## config.mk

```make
export PLATFORM = sky130hd
export DESIGN_NAME = swap_permutation_enumerator_core_flat
export DESIGN_NICKNAME = d
export VERILOG_FILES = /design/src/rtl/spe_pkg.sv /design/src/rtl/spe_if.sv /design/src/rtl/spe_symbol_ram.sv /design/src/rtl/spe_level_ram.sv /design/src/rtl/spe_cfg.sv /design/src/rtl/spe_sequencer.sv /design/src/rtl/swap_permutation_enumerator_core.sv /design/src/flat_wrapper.sv
export SDC_FILE = /design/constraint.sdc
export NUM_CORES = 1
export LEC_CHECK = 0
export ABC_AREA = 1
export ABC_CLOCK_PERIOD_IN_PS = 2500
export BUFFER_PORTS_ARGS = -buffer_cell sky130_fd_sc_hd__buf_4
export CORE_AREA = 3 3 146 148
export DETAILED_ROUTE_END_ITERATION = 16
export DIE_AREA = 0 0 149 151
export PLACE_DENSITY = 0.77
export SLEW_MARGIN = 40
export SYNTH_ARGS = -nofsm -noshare
export SYNTH_HDL_FRONTEND = slang
export SYNTH_SLANG_ARGS = --single-unit
export TNS_END_PERCENT = 50
```

## constraint.sdc

```tcl
create_clock -name clk_i -period 2.5 [get_ports clk_i]
set_input_delay 0.5 -clock clk_i [delete_from_list [all_inputs] [get_ports clk_i]]
set_output_delay 0.5 -clock clk_i [all_outputs]
set_load 0.03 [all_outputs]
```

## src/rtl/spe_pkg.sv

```systemverilog
// Package: shared constants, codes and types of the swap permutation enumerator.
package spe_pkg;

  localparam int MAX_ELEMENTS = 8;
  localparam int SYMBOL_WIDTH = 8;
  localparam int IDX_W        = $clog2(MAX_ELEMENTS);
  localparam int LVL_W        = $clog2(MAX_ELEMENTS + 1);
  localparam int OP_W         = 2;
  localparam int CFG_W        = 4;
  localparam int APB_DATA_W   = 32;
  localparam int APB_ADDR_W   = 3;

  localparam logic [APB_ADDR_W-1:0] ADDR_ELEMENT_COUNT = 3'd0;
  localparam logic [CFG_W-1:0]      ELEMENT_COUNT_RST  = 4'd8;

  typedef enum logic [OP_W-1:0] {
    OP_LOAD    = 2'd0,
    OP_RESTART = 2'd1,
    OP_NEXT    = 2'd2
  } op_e;

  typedef enum logic [3:0] {
    S_IDLE,
    S_RW,
    S_RW_C,
    S_SW_A,
    S_SW_B,
    S_LOAD,
    S_DESC,
    S_ADV,
    S_ADV_C,
    S_ADV_INC,
    S_EXH,
    S_EM_RD,
    S_EM_WR
  } state_e;

  typedef struct packed {
    logic                    re;
    logic [IDX_W-1:0]        raddr_a;
    logic [IDX_W-1:0]        raddr_b;
    logic                    we;
    logic [IDX_W-1:0]        waddr;
    logic [SYMBOL_WIDTH-1:0] wdata;
  } sym_req_t;

  typedef struct packed {
    logic             re;
    logic [IDX_W-1:0] raddr;
    logic             we;
    logic [IDX_W-1:0] waddr;
    logic [LVL_W-1:0] wdata;
  } lvl_req_t;

endpackage

```

## src/rtl/spe_if.sv

```systemverilog
// Interfaces: input item channel and result channel with valid/ready handshake.
interface spe_in_if;
  logic                             valid;
  logic                             ready;
  logic [spe_pkg::OP_W-1:0]         operation;
  logic [spe_pkg::IDX_W-1:0]        load_index;
  logic [spe_pkg::SYMBOL_WIDTH-1:0] load_symbol;

  modport source (output valid, operation, load_index, load_symbol, input ready);
  modport sink   (input valid, operation, load_index, load_symbol, output ready);
endinterface

interface spe_out_if;
  logic                             valid;
  logic                             ready;
  logic [spe_pkg::SYMBOL_WIDTH-1:0] out_symbol;
  logic [spe_pkg::IDX_W-1:0]        out_position;
  logic                             last_of_permutation;
  logic                             exhausted;

  modport source (output valid, out_symbol, out_position, last_of_permutation, exhausted,
                  input ready);
  modport sink   (input valid, out_symbol, out_position, last_of_permutation, exhausted,
                  output ready);
endinterface

```

## src/rtl/spe_symbol_ram.sv

```systemverilog
// Symbol store: two registered read ports, one write port.
module spe_symbol_ram (
  input  logic                             clk_i,
  input  spe_pkg::sym_req_t                req_i,
  output logic [spe_pkg::SYMBOL_WIDTH-1:0] rd_a_o,
  output logic [spe_pkg::SYMBOL_WIDTH-1:0] rd_b_o
);

  logic [spe_pkg::SYMBOL_WIDTH-1:0] mem [spe_pkg::MAX_ELEMENTS];
  logic [spe_pkg::SYMBOL_WIDTH-1:0] rd_a_q;
  logic [spe_pkg::SYMBOL_WIDTH-1:0] rd_b_q;

  always_ff @(posedge clk_i) begin
    if (req_i.we) begin
      mem[req_i.waddr] <= req_i.wdata;
    end
    // hold read data while no read is issued
    if (req_i.re) begin
      rd_a_q <= mem[req_i.raddr_a];
      rd_b_q <= mem[req_i.raddr_b];
    end
  end

  assign rd_a_o = rd_a_q;
  assign rd_b_o = rd_b_q;

endmodule

```

## src/rtl/spe_level_ram.sv

```systemverilog
// Level counter stack: one registered read port, one write port.
module spe_level_ram (
  input  logic                      clk_i,
  input  spe_pkg::lvl_req_t         req_i,
  output logic [spe_pkg::LVL_W-1:0] rd_o
);

  logic [spe_pkg::LVL_W-1:0] mem [spe_pkg::MAX_ELEMENTS];
  logic [spe_pkg::LVL_W-1:0] rd_q;

  always_ff @(posedge clk_i) begin
    if (req_i.we) begin
      mem[req_i.waddr] <= req_i.wdata;
    end
    if (req_i.re) begin
      rd_q <= mem[req_i.raddr];
    end
  end

  assign rd_o = rd_q;

endmodule

```

## src/rtl/spe_cfg.sv

```systemverilog
// APB register block: element_count register and its restart pulse.
module spe_cfg (
  input  logic                           clk_i,
  input  logic                           rst_ni,
  input  logic                           psel,
  input  logic                           penable,
  input  logic                           pwrite,
  input  logic [spe_pkg::APB_ADDR_W-1:0] paddr,
  input  logic [spe_pkg::APB_DATA_W-1:0] pwdata,
  output logic [spe_pkg::APB_DATA_W-1:0] prdata,
  output logic                           pready,
  output logic [spe_pkg::CFG_W-1:0]      element_count_o,
  output logic                           restart_o
);

  logic                         wr_hit;
  logic [spe_pkg::CFG_W-1:0]    element_count_q;
  logic [spe_pkg::CFG_W-1:0]    element_count_d;

  assign pready = 1'b1;
  assign wr_hit = psel && penable && pwrite && (paddr == spe_pkg::ADDR_ELEMENT_COUNT);

  always_comb begin
    element_count_d = element_count_q;
    if (wr_hit) begin
      element_count_d = pwdata[spe_pkg::CFG_W-1:0];
    end
  end

  always_ff @(posedge clk_i or negedge rst_ni) begin
    if (!rst_ni) begin
      element_count_q <= spe_pkg::ELEMENT_COUNT_RST;
    end else begin
      element_count_q <= element_count_d;
    end
  end

  always_comb begin
    prdata = '0;
    if (paddr == spe_pkg::ADDR_ELEMENT_COUNT) begin
      prdata = spe_pkg::APB_DATA_W'(element_count_q);
    end
  end

  assign element_count_o = element_count_q;
  assign restart_o       = wr_hit;

endmodule

```

## src/rtl/spe_sequencer.sv

```systemverilog
// Sequencer: walks the level stack and symbol store, drives the result register.
module spe_sequencer (
  input  logic                      clk_i,
  input  logic                      rst_ni,
  spe_in_if.sink                    in_i,
  spe_out_if.source                 out_o,
  input  logic [spe_pkg::CFG_W-1:0] element_count_i,
  input  logic                      restart_i,
  output spe_pkg::sym_req_t         sym_req_o,
  input  logic [spe_pkg::SYMBOL_WIDTH-1:0] sym_rd_a_i,
  input  logic [spe_pkg::SYMBOL_WIDTH-1:0] sym_rd_b_i,
  output spe_pkg::lvl_req_t         lvl_req_o,
  input  logic [spe_pkg::LVL_W-1:0] lvl_rd_i
);

  spe_pkg::state_e state_q, state_d;
  spe_pkg::state_e ret_q, ret_d;

  logic [spe_pkg::LVL_W-1:0] lv_q, lv_d;
  logic [spe_pkg::LVL_W-1:0] k_q, k_d;
  logic [spe_pkg::LVL_W-1:0] c_q, c_d;
  logic [spe_pkg::LVL_W-1:0] cur_level_q, cur_level_d;
  logic [spe_pkg::IDX_W-1:0] p_q, p_d;
  logic [spe_pkg::IDX_W-1:0] swa_q, swa_d;
  logic [spe_pkg::IDX_W-1:0] swb_q, swb_d;
  logic                      started_q, started_d;
  logic                      done_q, done_d;
  logic                      load_pend_q, load_pend_d;
  logic [spe_pkg::IDX_W-1:0]        ld_idx_q, ld_idx_d;
  logic [spe_pkg::SYMBOL_WIDTH-1:0] ld_sym_q, ld_sym_d;

  logic                             out_valid_q, out_valid_d;
  logic [spe_pkg::SYMBOL_WIDTH-1:0] out_symbol_q, out_symbol_d;
  logic [spe_pkg::IDX_W-1:0]        out_position_q, out_position_d;
  logic                             out_last_q, out_last_d;
  logic                             out_exh_q, out_exh_d;

  logic [spe_pkg::LVL_W-1:0] n;
  logic [spe_pkg::IDX_W-1:0] last_pos;
  logic [spe_pkg::LVL_W-1:0] cn;
  logic                      accept;
  logic                      out_free;
  spe_pkg::op_e              op;

  // clamp the count to 1..MAX_ELEMENTS
  always_comb begin
    if (element_count_i == '0) begin
      n = spe_pkg::LVL_W'(1);
    end else if (spe_pkg::LVL_W'(element_count_i) > spe_pkg::LVL_W'(spe_pkg::MAX_ELEMENTS)) begin
      n = spe_pkg::LVL_W'(spe_pkg::MAX_ELEMENTS);
    end else begin
      n = spe_pkg::LVL_W'(element_count_i);
    end
  end

  assign last_pos = spe_pkg::IDX_W'(n - 1'b1);
  assign cn       = c_q + 1'b1;
  assign in_i.ready = (state_q == spe_pkg::S_IDLE) && !restart_i;
  assign accept   = in_i.valid && in_i.ready;
  assign out_free = !out_valid_q || out_o.ready;
  assign op       = spe_pkg::op_e'(in_i.operation);

  // next state
  always_comb begin
    state_d = state_q;
    unique case (state_q)
      spe_pkg::S_IDLE: begin
        if (restart_i) begin
          state_d = spe_pkg::S_RW;
        end else if (accept) begin
          unique case (op)
            spe_pkg::OP_LOAD, spe_pkg::OP_RESTART: state_d = spe_pkg::S_RW;
            spe_pkg::OP_NEXT: begin
              if (done_q)         state_d = spe_pkg::S_EXH;
              else if (started_q) state_d = spe_pkg::S_ADV;
              else                state_d = spe_pkg::S_DESC;
            end
            default: state_d = spe_pkg::S_IDLE;
          endcase
        end
      end
      spe_pkg::S_RW: begin
        if (lv_q != '0)       state_d = spe_pkg::S_RW_C;
        else if (load_pend_q) state_d = spe_pkg::S_LOAD;
        else                  state_d = spe_pkg::S_IDLE;
      end
      spe_pkg::S_RW_C:  state_d = spe_pkg::S_SW_A;
      spe_pkg::S_SW_A:  state_d = spe_pkg::S_SW_B;
      spe_pkg::S_SW_B:  state_d = ret_q;
      spe_pkg::S_LOAD:  state_d = spe_pkg::S_IDLE;
      spe_pkg::S_DESC:  state_d = (k_q < n) ? spe_pkg::S_DESC : spe_pkg::S_EM_RD;
      spe_pkg::S_ADV:   state_d = (lv_q == '0) ? spe_pkg::S_EXH : spe_pkg::S_ADV_C;
      spe_pkg::S_ADV_C: state_d = spe_pkg::S_SW_A;
      spe_pkg::S_ADV_INC: state_d = (cn < n) ? spe_pkg::S_SW_A : spe_pkg::S_ADV;
      spe_pkg::S_EXH:   state_d = out_free ? spe_pkg::S_IDLE : spe_pkg::S_EXH;
      spe_pkg::S_EM_RD: state_d = spe_pkg::S_EM_WR;
      spe_pkg::S_EM_WR: begin
        if (out_free) begin
          state_d = (p_q == last_pos) ? spe_pkg::S_IDLE : spe_pkg::S_EM_RD;
        end
      end
      default: state_d = spe_pkg::S_IDLE;
    endcase
  end

  // memory requests and datapath
  always_comb begin
    ret_d          = ret_q;
    lv_d           = lv_q;
    k_d            = k_q;
    c_d            = c_q;
    cur_level_d    = cur_level_q;
    p_d            = p_q;
    swa_d          = swa_q;
    swb_d          = swb_q;
    started_d      = started_q;
    done_d         = done_q;
    load_pend_d    = load_pend_q;
    ld_idx_d       = ld_idx_q;
    ld_sym_d       = ld_sym_q;
    out_valid_d    = out_valid_q && !out_o.ready;
    out_symbol_d   = out_symbol_q;
    out_position_d = out_position_q;
    out_last_d     = out_last_q;
    out_exh_d      = out_exh_q;
    sym_req_o      = '0;
    lvl_req_o      = '0;

    unique case (state_q)
      spe_pkg::S_IDLE: begin
        if (restart_i) begin
          lv_d        = cur_level_q;
          load_pend_d = 1'b0;
        end else if (accept) begin
          unique case (op)
            spe_pkg::OP_LOAD: begin
              lv_d        = cur_level_q;
              load_pend_d = 1'b1;
              ld_idx_d    = in_i.load_index;
              ld_sym_d    = in_i.load_symbol;
            end
            spe_pkg::OP_RESTART: begin
              lv_d        = cur_level_q;
              load_pend_d = 1'b0;
            end
            spe_pkg::OP_NEXT: begin
              lv_d = cur_level_q;
              k_d  = '0;
            end
            default: begin
              lv_d = lv_q;
            end
          endcase
        end
      end
      // undo the swaps still in effect, deepest level first
      spe_pkg::S_RW: begin
        if (lv_q == '0) begin
          cur_level_d = '0;
          started_d   = 1'b0;
          done_d      = 1'b0;
        end else begin
          lv_d            = lv_q - 1'b1;
          lvl_req_o.re    = 1'b1;
          lvl_req_o.raddr = spe_pkg::IDX_W'(lv_q - 1'b1);
        end
      end
      spe_pkg::S_RW_C: begin
        swa_d             = spe_pkg::IDX_W'(lv_q);
        swb_d             = spe_pkg::IDX_W'(lvl_rd_i);
        sym_req_o.re      = 1'b1;
        sym_req_o.raddr_a = spe_pkg::IDX_W'(lv_q);
        sym_req_o.raddr_b = spe_pkg::IDX_W'(lvl_rd_i);
        ret_d             = spe_pkg::S_RW;
      end
      spe_pkg::S_SW_A: begin
        sym_req_o.we    = 1'b1;
        sym_req_o.waddr = swa_q;
        sym_req_o.wdata = sym_rd_b_i;
      end
      spe_pkg::S_SW_B: begin
        sym_req_o.we    = 1'b1;
        sym_req_o.waddr = swb_q;
        sym_req_o.wdata = sym_rd_a_i;
      end
      spe_pkg::S_LOAD: begin
        sym_req_o.we    = 1'b1;
        sym_req_o.waddr = ld_idx_q;
        sym_req_o.wdata = ld_sym_q;
        load_pend_d     = 1'b0;
      end
      // first choice at each deeper level is the level itself
      spe_pkg::S_DESC: begin
        if (k_q < n) begin
          lvl_req_o.we    = 1'b1;
          lvl_req_o.waddr = spe_pkg::IDX_W'(k_q);
          lvl_req_o.wdata = k_q;
          k_d             = k_q + 1'b1;
        end else begin
          cur_level_d = n;
          started_d   = 1'b1;
          p_d         = '0;
        end
      end
      spe_pkg::S_ADV: begin
        if (lv_q == '0) begin
          cur_level_d = '0;
          done_d      = 1'b1;
        end else begin
          lv_d            = lv_q - 1'b1;
          lvl_req_o.re    = 1'b1;
          lvl_req_o.raddr = spe_pkg::IDX_W'(lv_q - 1'b1);
        end
      end
      // swap back the current choice of this level
      spe_pkg::S_ADV_C: begin
        c_d               = lvl_rd_i;
        swa_d             = spe_pkg::IDX_W'(lv_q);
        swb_d             = spe_pkg::IDX_W'(lvl_rd_i);
        sym_req_o.re      = 1'b1;
        sym_req_o.raddr_a = spe_pkg::IDX_W'(lv_q);
        sym_req_o.raddr_b = spe_pkg::IDX_W'(lvl_rd_i);
        ret_d             = spe_pkg::S_ADV_INC;
      end
      // bump the choice; if one is left, swap it in and descend
      spe_pkg::S_ADV_INC: begin
        lvl_req_o.we    = 1'b1;
        lvl_req_o.waddr = spe_pkg::IDX_W'(lv_q);
        lvl_req_o.wdata = cn;
        if (cn < n) begin
          swa_d             = spe_pkg::IDX_W'(lv_q);
          swb_d             = spe_pkg::IDX_W'(cn);
          sym_req_o.re      = 1'b1;
          sym_req_o.raddr_a = spe_pkg::IDX_W'(lv_q);
          sym_req_o.raddr_b = spe_pkg::IDX_W'(cn);
          k_d               = lv_q + 1'b1;
          ret_d             = spe_pkg::S_DESC;
        end
      end
      spe_pkg::S_EXH: begin
        if (out_free) begin
          out_valid_d    = 1'b1;
          out_symbol_d   = '0;
          out_position_d = '0;
          out_last_d     = 1'b1;
          out_exh_d      = 1'b1;
        end
      end
      spe_pkg::S_EM_RD: begin
        sym_req_o.re      = 1'b1;
        sym_req_o.raddr_a = p_q;
      end
      spe_pkg::S_EM_WR: begin
        if (out_free) begin
          out_valid_d    = 1'b1;
          out_symbol_d   = sym_rd_a_i;
          out_position_d = p_q;
          out_last_d     = (p_q == last_pos);
          out_exh_d      = 1'b0;
          p_d            = p_q + 1'b1;
        end
      end
      default: begin
        lv_d = lv_q;
      end
    endcase
  end

  always_ff @(posedge clk_i or negedge rst_ni) begin
    if (!rst_ni) begin
      state_q     <= spe_pkg::S_IDLE;
      ret_q       <= spe_pkg::S_IDLE;
      cur_level_q <= '0;
      started_q   <= 1'b0;
      done_q      <= 1'b0;
      load_pend_q <= 1'b0;
      out_valid_q <= 1'b0;
      lv_q        <= '0;
      k_q         <= '0;
      p_q         <= '0;
    end else begin
      state_q     <= state_d;
      ret_q       <= ret_d;
      cur_level_q <= cur_level_d;
      started_q   <= started_d;
      done_q      <= done_d;
      load_pend_q <= load_pend_d;
      out_valid_q <= out_valid_d;
      lv_q        <= lv_d;
      k_q         <= k_d;
      p_q         <= p_d;
    end
  end

  always_ff @(posedge clk_i) begin
    c_q            <= c_d;
    swa_q          <= swa_d;
    swb_q          <= swb_d;
    ld_idx_q       <= ld_idx_d;
    ld_sym_q       <= ld_sym_d;
    out_symbol_q   <= out_symbol_d;
    out_position_q <= out_position_d;
    out_last_q     <= out_last_d;
    out_exh_q      <= out_exh_d;
  end

  assign out_o.valid               = out_valid_q;
  assign out_o.out_symbol          = out_symbol_q;
  assign out_o.out_position        = out_position_q;
  assign out_o.last_of_permutation = out_last_q;
  assign out_o.exhausted           = out_exh_q;

endmodule

```

## src/rtl/swap_permutation_enumerator_core.sv

```systemverilog
// Top level: swap permutation enumerator with APB configuration.
//
// Usage: load symbols with operation LOAD (index, symbol), set element_count over
// APB (register 0, byte address 0), then send NEXT items. Each NEXT returns the
// current ordering as n transfers on out_o (n = element_count clamped to 1..8),
// position 0 first, the last one flagged; once every ordering was sent, NEXT
// returns one exhausted transfer. RESTART, LOAD and an element_count write
// rewind the enumeration. One item is worked at a time; in_i.ready is high only
// while the sequencer idles. The pace of an item is set by the one write port of
// the symbol store (a swap reads both symbols, then writes each back in turn)
// and the one read per emitted symbol: RESTART and LOAD undo every swap in effect,
// deepest level first, and a NEXT descends or backtracks, then emits its symbols.
// A stalled receiver holds the result register and the sequencer waits in place;
// the next item is taken while the final result still waits. Reset clears the
// control state and sets element_count to 8; the symbol store holds nothing
// defined until loaded, and level counters need no clearing because each is
// written on descent before it is read.
module swap_permutation_enumerator_core (
  input  logic                           clk_i,
  input  logic                           rst_ni,
  spe_in_if.sink                         in_i,
  spe_out_if.source                      out_o,
  input  logic                           psel,
  input  logic                           penable,
  input  logic                           pwrite,
  input  logic [spe_pkg::APB_ADDR_W-1:0] paddr,
  input  logic [spe_pkg::APB_DATA_W-1:0] pwdata,
  output logic [spe_pkg::APB_DATA_W-1:0] prdata,
  output logic                           pready
);

  logic [spe_pkg::CFG_W-1:0]        element_count;
  logic                             restart;
  spe_pkg::sym_req_t                sym_req;
  spe_pkg::lvl_req_t                lvl_req;
  logic [spe_pkg::SYMBOL_WIDTH-1:0] sym_rd_a;
  logic [spe_pkg::SYMBOL_WIDTH-1:0] sym_rd_b;
  logic [spe_pkg::LVL_W-1:0]        lvl_rd;

  // register port; a write to element_count also rewinds
  spe_cfg u_cfg (
    .clk_i           (clk_i),
    .rst_ni          (rst_ni),
    .psel            (psel),
    .penable         (penable),
    .pwrite          (pwrite),
    .paddr           (paddr),
    .pwdata          (pwdata),
    .prdata          (prdata),
    .pready          (pready),
    .element_count_o (element_count),
    .restart_o       (restart)
  );

  // symbols, permuted in place by swaps
  spe_symbol_ram u_sym_ram (
    .clk_i  (clk_i),
    .req_i  (sym_req),
    .rd_a_o (sym_rd_a),
    .rd_b_o (sym_rd_b)
  );

  // one loop counter per recursion level
  spe_level_ram u_lvl_ram (
    .clk_i (clk_i),
    .req_i (lvl_req),
    .rd_o  (lvl_rd)
  );

  // read-modify-write sequencing is strictly ordered, so no access overlaps
  spe_sequencer u_seq (
    .clk_i           (clk_i),
    .rst_ni          (rst_ni),
    .in_i            (in_i),
    .out_o           (out_o),
    .element_count_i (element_count),
    .restart_i       (restart),
    .sym_req_o       (sym_req),
    .sym_rd_a_i      (sym_rd_a),
    .sym_rd_b_i      (sym_rd_b),
    .lvl_req_o       (lvl_req),
    .lvl_rd_i        (lvl_rd)
  );

endmodule

```

## src/flat_wrapper.sv

```systemverilog
// flat-port wrapper written by rule: the top's interface ports become plain ports
module swap_permutation_enumerator_core_flat 
  (clk_i, rst_ni, psel, penable, pwrite, paddr, pwdata, prdata, pready, in_i_valid, in_i_operation, in_i_load_index, in_i_load_symbol, in_i_ready, out_o_valid, out_o_out_symbol, out_o_out_position, out_o_last_of_permutation, out_o_exhausted, out_o_ready);
  spe_in_if in_i_i ();
  spe_out_if out_o_i ();
  input  logic clk_i;
  input  logic rst_ni;
  input  logic psel;
  input  logic penable;
  input  logic pwrite;
  input  logic [spe_pkg::APB_ADDR_W-1:0] paddr;
  input  logic [spe_pkg::APB_DATA_W-1:0] pwdata;
  output logic [spe_pkg::APB_DATA_W-1:0] prdata;
  output logic pready;
  input wire logic [$bits(in_i_i.valid)-1:0] in_i_valid;
  input wire logic [$bits(in_i_i.operation)-1:0] in_i_operation;
  input wire logic [$bits(in_i_i.load_index)-1:0] in_i_load_index;
  input wire logic [$bits(in_i_i.load_symbol)-1:0] in_i_load_symbol;
  output wire logic [$bits(in_i_i.ready)-1:0] in_i_ready;
  output wire logic [$bits(out_o_i.valid)-1:0] out_o_valid;
  output wire logic [$bits(out_o_i.out_symbol)-1:0] out_o_out_symbol;
  output wire logic [$bits(out_o_i.out_position)-1:0] out_o_out_position;
  output wire logic [$bits(out_o_i.last_of_permutation)-1:0] out_o_last_of_permutation;
  output wire logic [$bits(out_o_i.exhausted)-1:0] out_o_exhausted;
  input wire logic [$bits(out_o_i.ready)-1:0] out_o_ready;
  assign in_i_i.valid = in_i_valid;
  assign in_i_i.operation = in_i_operation;
  assign in_i_i.load_index = in_i_load_index;
  assign in_i_i.load_symbol = in_i_load_symbol;
  assign in_i_ready = in_i_i.ready;
  assign out_o_valid = out_o_i.valid;
  assign out_o_out_symbol = out_o_i.out_symbol;
  assign out_o_out_position = out_o_i.out_position;
  assign out_o_last_of_permutation = out_o_i.last_of_permutation;
  assign out_o_exhausted = out_o_i.exhausted;
  assign out_o_i.ready = out_o_ready;
  swap_permutation_enumerator_core u_core (.clk_i(clk_i), .rst_ni(rst_ni), .in_i(in_i_i), .out_o(out_o_i), .psel(psel), .penable(penable), .pwrite(pwrite), .paddr(paddr), .pwdata(pwdata), .prdata(prdata), .pready(pready));
endmodule
```

======== Word-level counts from Yosys, hierarchy flattened ========
Memory sizes are Yosys's and may differ from the RTL's. A register that Yosys moved wholly into a read port is not among the register bits.
Cells that the tools add are included.
cells by class
  add/subtract/negate cells ............... 6
  $lt $le $gt $ge ......................... 3
  eq/ne operators ......................... 30
  muxes and demuxes ....................... 74
  bitwise logic cells ..................... 1
  reduce and logical (&&, ||, !) cells .... 43
operators by type and width
  operator             number
  $mux 4               24
  $pmux 4 s11          1
  $pmux 12 s3          1
  $pmux 4 s3           3
  $pmux 8 s2           2
  $pmux 3 s2           5
  $mux 3               9
  $mux 8               3
  $pmux 4 s2           3
  $eq 4x4->1 const B   5
  $ne 2x2->1 const B   10
  $reduce_and 3->1     6
  $eq 4x3->1 const B   4
  $reduce_bool 2->1    8
  $mux 1               15
  $add 4x1->4 const B  3
  $logic_not 4->1      3
  $pmux 1 s2           6
  $eq 4x2->1 const B   2
  $lt 4x4->1           2
  $reduce_and 4->1     2
  $reduce_or 2->1      4
  $mux 7               1
  $logic_and 1x1->1    6
  other kinds (22)     29
word-level totals
  bits in registers ....................... 65
  memory bits (writable) .................. 96
  bits of input ports ..................... 55
  output and inout bits ................... 48
  memories ................................ 2
memories
  name                  words  bits a word  read ports  clocked after memory_dff  write ports  line                 source
  u_core.u_sym_ram.mem  8      8            2           2                         1            spe_symbol_ram.sv:9  logic [spe_pkg::SYMBOL_WIDTH-1:0] mem [spe_pkg::MAX_ELEMENTS];
  u_core.u_lvl_ram.mem  8      4            1           1                         1            spe_level_ram.sv:8   logic [spe_pkg::LVL_W-1:0] mem [spe_pkg::MAX_ELEMENTS];

======== Logic depth before layout (Yosys ltp) ========
  depth after elaboration ................. 9
  mapped depth ............................ 15
  depth with buffers taken out ............ 14

======== Hierarchy ========
Synthesis repeated with hierarchy kept, for this count alone.
unflattened totals
  cells, all modules ...................... 1101
  area total of the unflattened synthesis .. 9618.0 um^2
by module, submodules not included
  module          instances  cells each  area each (um^2)  seq. area each (um^2)
  spe_symbol_ram  1          461         4033.9            2402.3
  spe_sequencer   1          416         3507.1            1671.6
  spe_level_ram   1          160         1607.8            1081.0
  spe_cfg         1          64          469.2             101.3

======== Worst setup path after synthesis ========
Ideal clock, no wire load.
  path kind ............................... register to register
  from .................................... register u_core.u_cfg.element_count_q, in the netlist u_core.u_cfg.element_count_o[3]
  to ...................................... register u_core.u_sym_ram.rd_a_q, in the netlist u_core.u_sym_ram.rd_a_o[0], read port of u_core.u_sym_ram.mem, enable pin
  library setup time ...................... 0.411 ns
  arrival ................................. 2.346 ns
  data required time ...................... 2.089 ns
  slack ................................... -0.258 ns
  cell stages (with the launch flop) ...... 8
  path buffers ............................ 0
  clock period less this slack ............ 2.758 ns
  path through ............................ dfstp_2 clkinv_1 ha_1 a21oi_1 nand3_1 nand2_1 inv_1 o21ai_0
RTL lines
  item                      line                  source
  start: declaration        spe_cfg.sv:17         logic [spe_pkg::CFG_W-1:0] element_count_q;
  start signal: assignment  spe_cfg.sv:32         element_count_q <= spe_pkg::ELEMENT_COUNT_RST;
  start signal: assignment  spe_cfg.sv:34         element_count_q <= element_count_d;
  end: declaration          spe_symbol_ram.sv:10  logic [spe_pkg::SYMBOL_WIDTH-1:0] rd_a_q;

======== Worst setup path in the final report ========
  from .................................... register u_core.u_seq.c_q[0] (netlist bit)
  to ...................................... register u_core.u_sym_ram.rd_b_q, in the netlist u_core.u_sym_ram.rd_b_o[0], read port of u_core.u_sym_ram.mem, data pin
between the ends
  word-level cells in the longest chain between the ends .. 4
RTL lines
  item                                      line                  source
  start: declaration                        spe_sequencer.sv:21   logic [spe_pkg::LVL_W-1:0] c_q, c_d;
  start signal: assignment                  spe_sequencer.sv:296  c_q <= c_d;
  $add 4x1->4 (*)                           spe_sequencer.sv:57   assign cn = c_q + 1'b1;
  $lt 4x4->1                                spe_sequencer.sv:230  if (cn < n) begin
  $mux 7 (*)                                spe_sequencer.sv:230
  $pmux 4 s3 or $pmux 3 s2 (tied branches)  spe_sequencer.sv:129  unique case (state_q)
  end: declaration                          spe_symbol_ram.sv:11  logic [spe_pkg::SYMBOL_WIDTH-1:0] rd_b_q;
Mark *: on every way between the ends. The rest lies on a longest branch, timed or not.
A chain may end at the register's enable or synchronous reset.

==> impl_metrics.ini <==
[run_status]
status = completed

[clocking]
numCtsBuffers = 17
cts-root-buf = clkbuf_16
cts.htree.levels = 4
path_clk_slew_ns = 0.07
clk_latency_ns = 0.42
cts_max_path_buffers = 2
cts_sinks = 180
cts_tree = done

[route]
vias_per_cell = 5.047
drtIter0Drc = 529
vias = 7036
drc = 0
wire_per_inst_um = 14.66
drt_wl_total_mm = 20.44
ant_nets = 0
dr.pass1.iters = 7

[yosys]
synth-main-ff-cell = edfxtp_1
syn_area_um2 = 9255
synth_edf_count = 150
async_reset_ff_frac = 0.1667
seq_area_frac_synth = 0.5679
yosysUniqueCellTypes = 43
ys_warn_count = 0
ys_ff_latch = 180
syn_area_per_cell_um2 = 9.136
synthCells = 1013

[place]
io_buffers = 45
dp_cells = 1358
dp_hpwl_mm = 14.60
gpl.final_weighted_congestion = 0.9263
place_area_um2 = 10130

[worst_setup_path]
path_max_fanout = 16
critPathCaptureType = flop
crit_path_start_kind = flop
reg2regPathDepth = 13
cp.arrival_ns = 2.55
cp.required_ns = 2.67
r2r_slack_ns = 0.12
worst-setup-path-type = reg2reg

[worst_hold_path]
hp-class = in2async

[grt]
grt.total_usage = 0.1804
overflow = 0
grt_max_degree = 33
grt_pass1_vias = 6627
grt_pass1_wl_mm = 32.32
antenna_found_initial = 0

[sta]
finalSetupTns_ns = 0
tightest_slew_ns = 0.7181
period_minus_slack_ns = 2.381
finalMaxSlewViolations = 0
finalClockSkew_ns = 0.008923
whs_ns = 0.002215
setup_violations = 0
slew_headroom = 0.5192
post-route-period-util = 0.9522
timing.fmax_ghz = 0.4201
final_hold_viol_count = 0

[floorplan]
core_area_um2 = 20170
rows = 52
die-area_um2 = 22500
initial_core_util = 0.4589
ioPinCount = 103
die_w_um = 149
fp.dieH_um = 151

[final_layout]
drive_above_1_share = 0.1735
fin_nets = 1177
fin_cells = 1394
antenna_cells = 0
area.growth.synth_to_final_pct = 17.41
final_cell_area_um2 = 10870

[job]
max-cap-violations = 0

[power]
ir_drop_mv = 0.4395
p_leak_nw = 4.764
power-per-cell-area_nw_per_um2 = 1029
==> layout make-up <==
type,instances,area [µm²]
fill,1705,9303
multi-input combinational,697,3435
clock inverter,15,143.9
timing repair buffer,112,877.1
sequential,180,5256
tap,270,337.8
inverter,103,391.6
clock buffer,17,425.4
==> worst paths after layout <==
path / startpoint / endpoint
setup / recovery: u_core.u_seq.c_q[0] / u_core.u_sym_ram.rd_b_o[0]
hold / removal: rst_ni / u_core.u_seq.k_q[1]
setup reg to reg: u_core.u_seq.c_q[0] / u_core.u_sym_ram.rd_b_o[0]
hold reg to reg: u_core.u_lvl_ram.rd_o[3] / u_core.u_seq.c_q[3]
max in group asynchronous: rst_ni / u_core.u_cfg.element_count_o[3]
min in group clk_i: in_i_load_symbol[1] / u_core.u_seq.ld_sym_q[1]
==> power breakdown <==
part,switching (mW),internal [mW],leakage (nW)
clock network,1.17,1.40,0.279
logic,2.77,1.48,2.75
registers,0.256,4.10,1.73
==> sequential cells by signal, indices dropped and copies added, names as in the netlist, 3 cells and up <==
name                             flops
u_core.u_lvl_ram.mem                32
u_core.u_seq.out_o.out_symbol        8
u_core.u_seq.swb_q                   3
u_core.u_seq.lv_q                    4
u_core.u_seq.out_o.out_position      3
u_core.u_sym_ram.rd_a_o              8
u_core.u_sym_ram.mem                64
u_core.u_seq.ret_q                   3
u_core.u_seq.ld_idx_q                3
u_core.u_seq.p_q                     3
u_core.u_lvl_ram.rd_o                4
u_core.u_seq.k_q                     4
u_core.u_sym_ram.rd_b_o              8
u_core.u_seq.c_q                     4
u_core.u_seq.ld_sym_q                8
u_core.u_cfg.element_count_o         4
u_core.u_seq.swa_q                   3
u_core.u_seq.cur_level_q             4
u_core.u_seq.state_q                 4
==> worst max-delay path, cell delays in order, from the launching register on <==
cell,delay (ns)
edfxtp_1,0.46
ha_2,0.22
xor2_2,0.18
ha_1,0.20
a21oi_1,0.13
buf_4,0.17
nand3_2,0.12
nand2_2,0.12
buf_6,0.18
nand2_1,0.09
nand3_1,0.10
nand2_1,0.06
nand2_1,0.05
nand2_1,0.05
==> routing by layer <==
metal | GRT usage | wire length (µm) | vias up
li1 | - | - | 3490
met1 | 0.2371 | 8857 | 3228
met2 | 0.3114 | 10080 | 283
met3 | 0.02484 | 1163 | 35
met4 | 0.05767 | 336 | 0
met5 | 0 | 0 | -
==> cells in the final DEF, fill, tap and decap left out, types with 6 or more instances in the layout <==
cell type,Yosys,routed
dfrtp_1,29,29
nand3b_1,33,33
or2_0,6,6
ha_1,11,10
inv_2,5,8
conb_1,2,29
o211ai_1,23,23
nand2_2,6,9
nor2_1,75,73
clkbuf_16,0,17
xor2_1,7,6
nand3_1,86,81
a21oi_1,13,12
inv_6,0,7
o31ai_1,8,8
or2_2,6,6
inv_1,97,93
nor2_4,2,6
edfxtp_1,150,150
buf_4,32,107
nand2_1,337,333
o21ai_0,21,20
==> repair_timing <==
action                     in CTS  in global routing
resized for setup               5                 24
pin swaps                       0                  4
buffers inserted                2                  2
hold buffers                    0                  0
setup endpoints to repair      60                 71
==> cell usage after synthesis, types with 13 or more instances <==
library cell  instances  area, µm²
o211ai_1             23      172.7
nand3b_1             33      247.7
dfrtp_1              29      725.7
edfxtp_1            150       4504
a21oi_1              13      65.06
buf_4                32      240.2
nand2_1             337       1265
nor2_1               75      281.5
nand3_1              86      430.4
o21ai_0              21      105.1
inv_1                97      364.1
buf_2                13      65.06
==> logic make-up (layout without fill, tap and decap cells) <==
family | count (synthesis) | after routing | synth area share
AO/OA/AOI/OAI | 80 | 80 | 0.05705
XOR/XNOR | 11 | 11 | 0.01041
adder cells (fa/ha/maj) | 11 | 11 | 0.01487
buffers and inverters | 163 | 247 | 0.08247
flip-flops | 180 | 180 | 0.5679
other | 2 | 29 | 0.0008114
AND/OR/NAND/NOR | 566 | 566 | 0.2665
==> metrics by stage <==
stage          setup slack [ns]  utilization  total power, mW
3_5_place_dp           -0.07110       0.5024            8.441
4_1_cts                -0.03143       0.5329            11.08
2_1_floorplan           0.06529            -            7.242
6_report                 0.1195       0.5388            11.18
3_3_place_gp           0.003313       0.5024            8.348
5_1_grt                -0.02712       0.5388            11.87
Power figures use the tool's default switching activity.
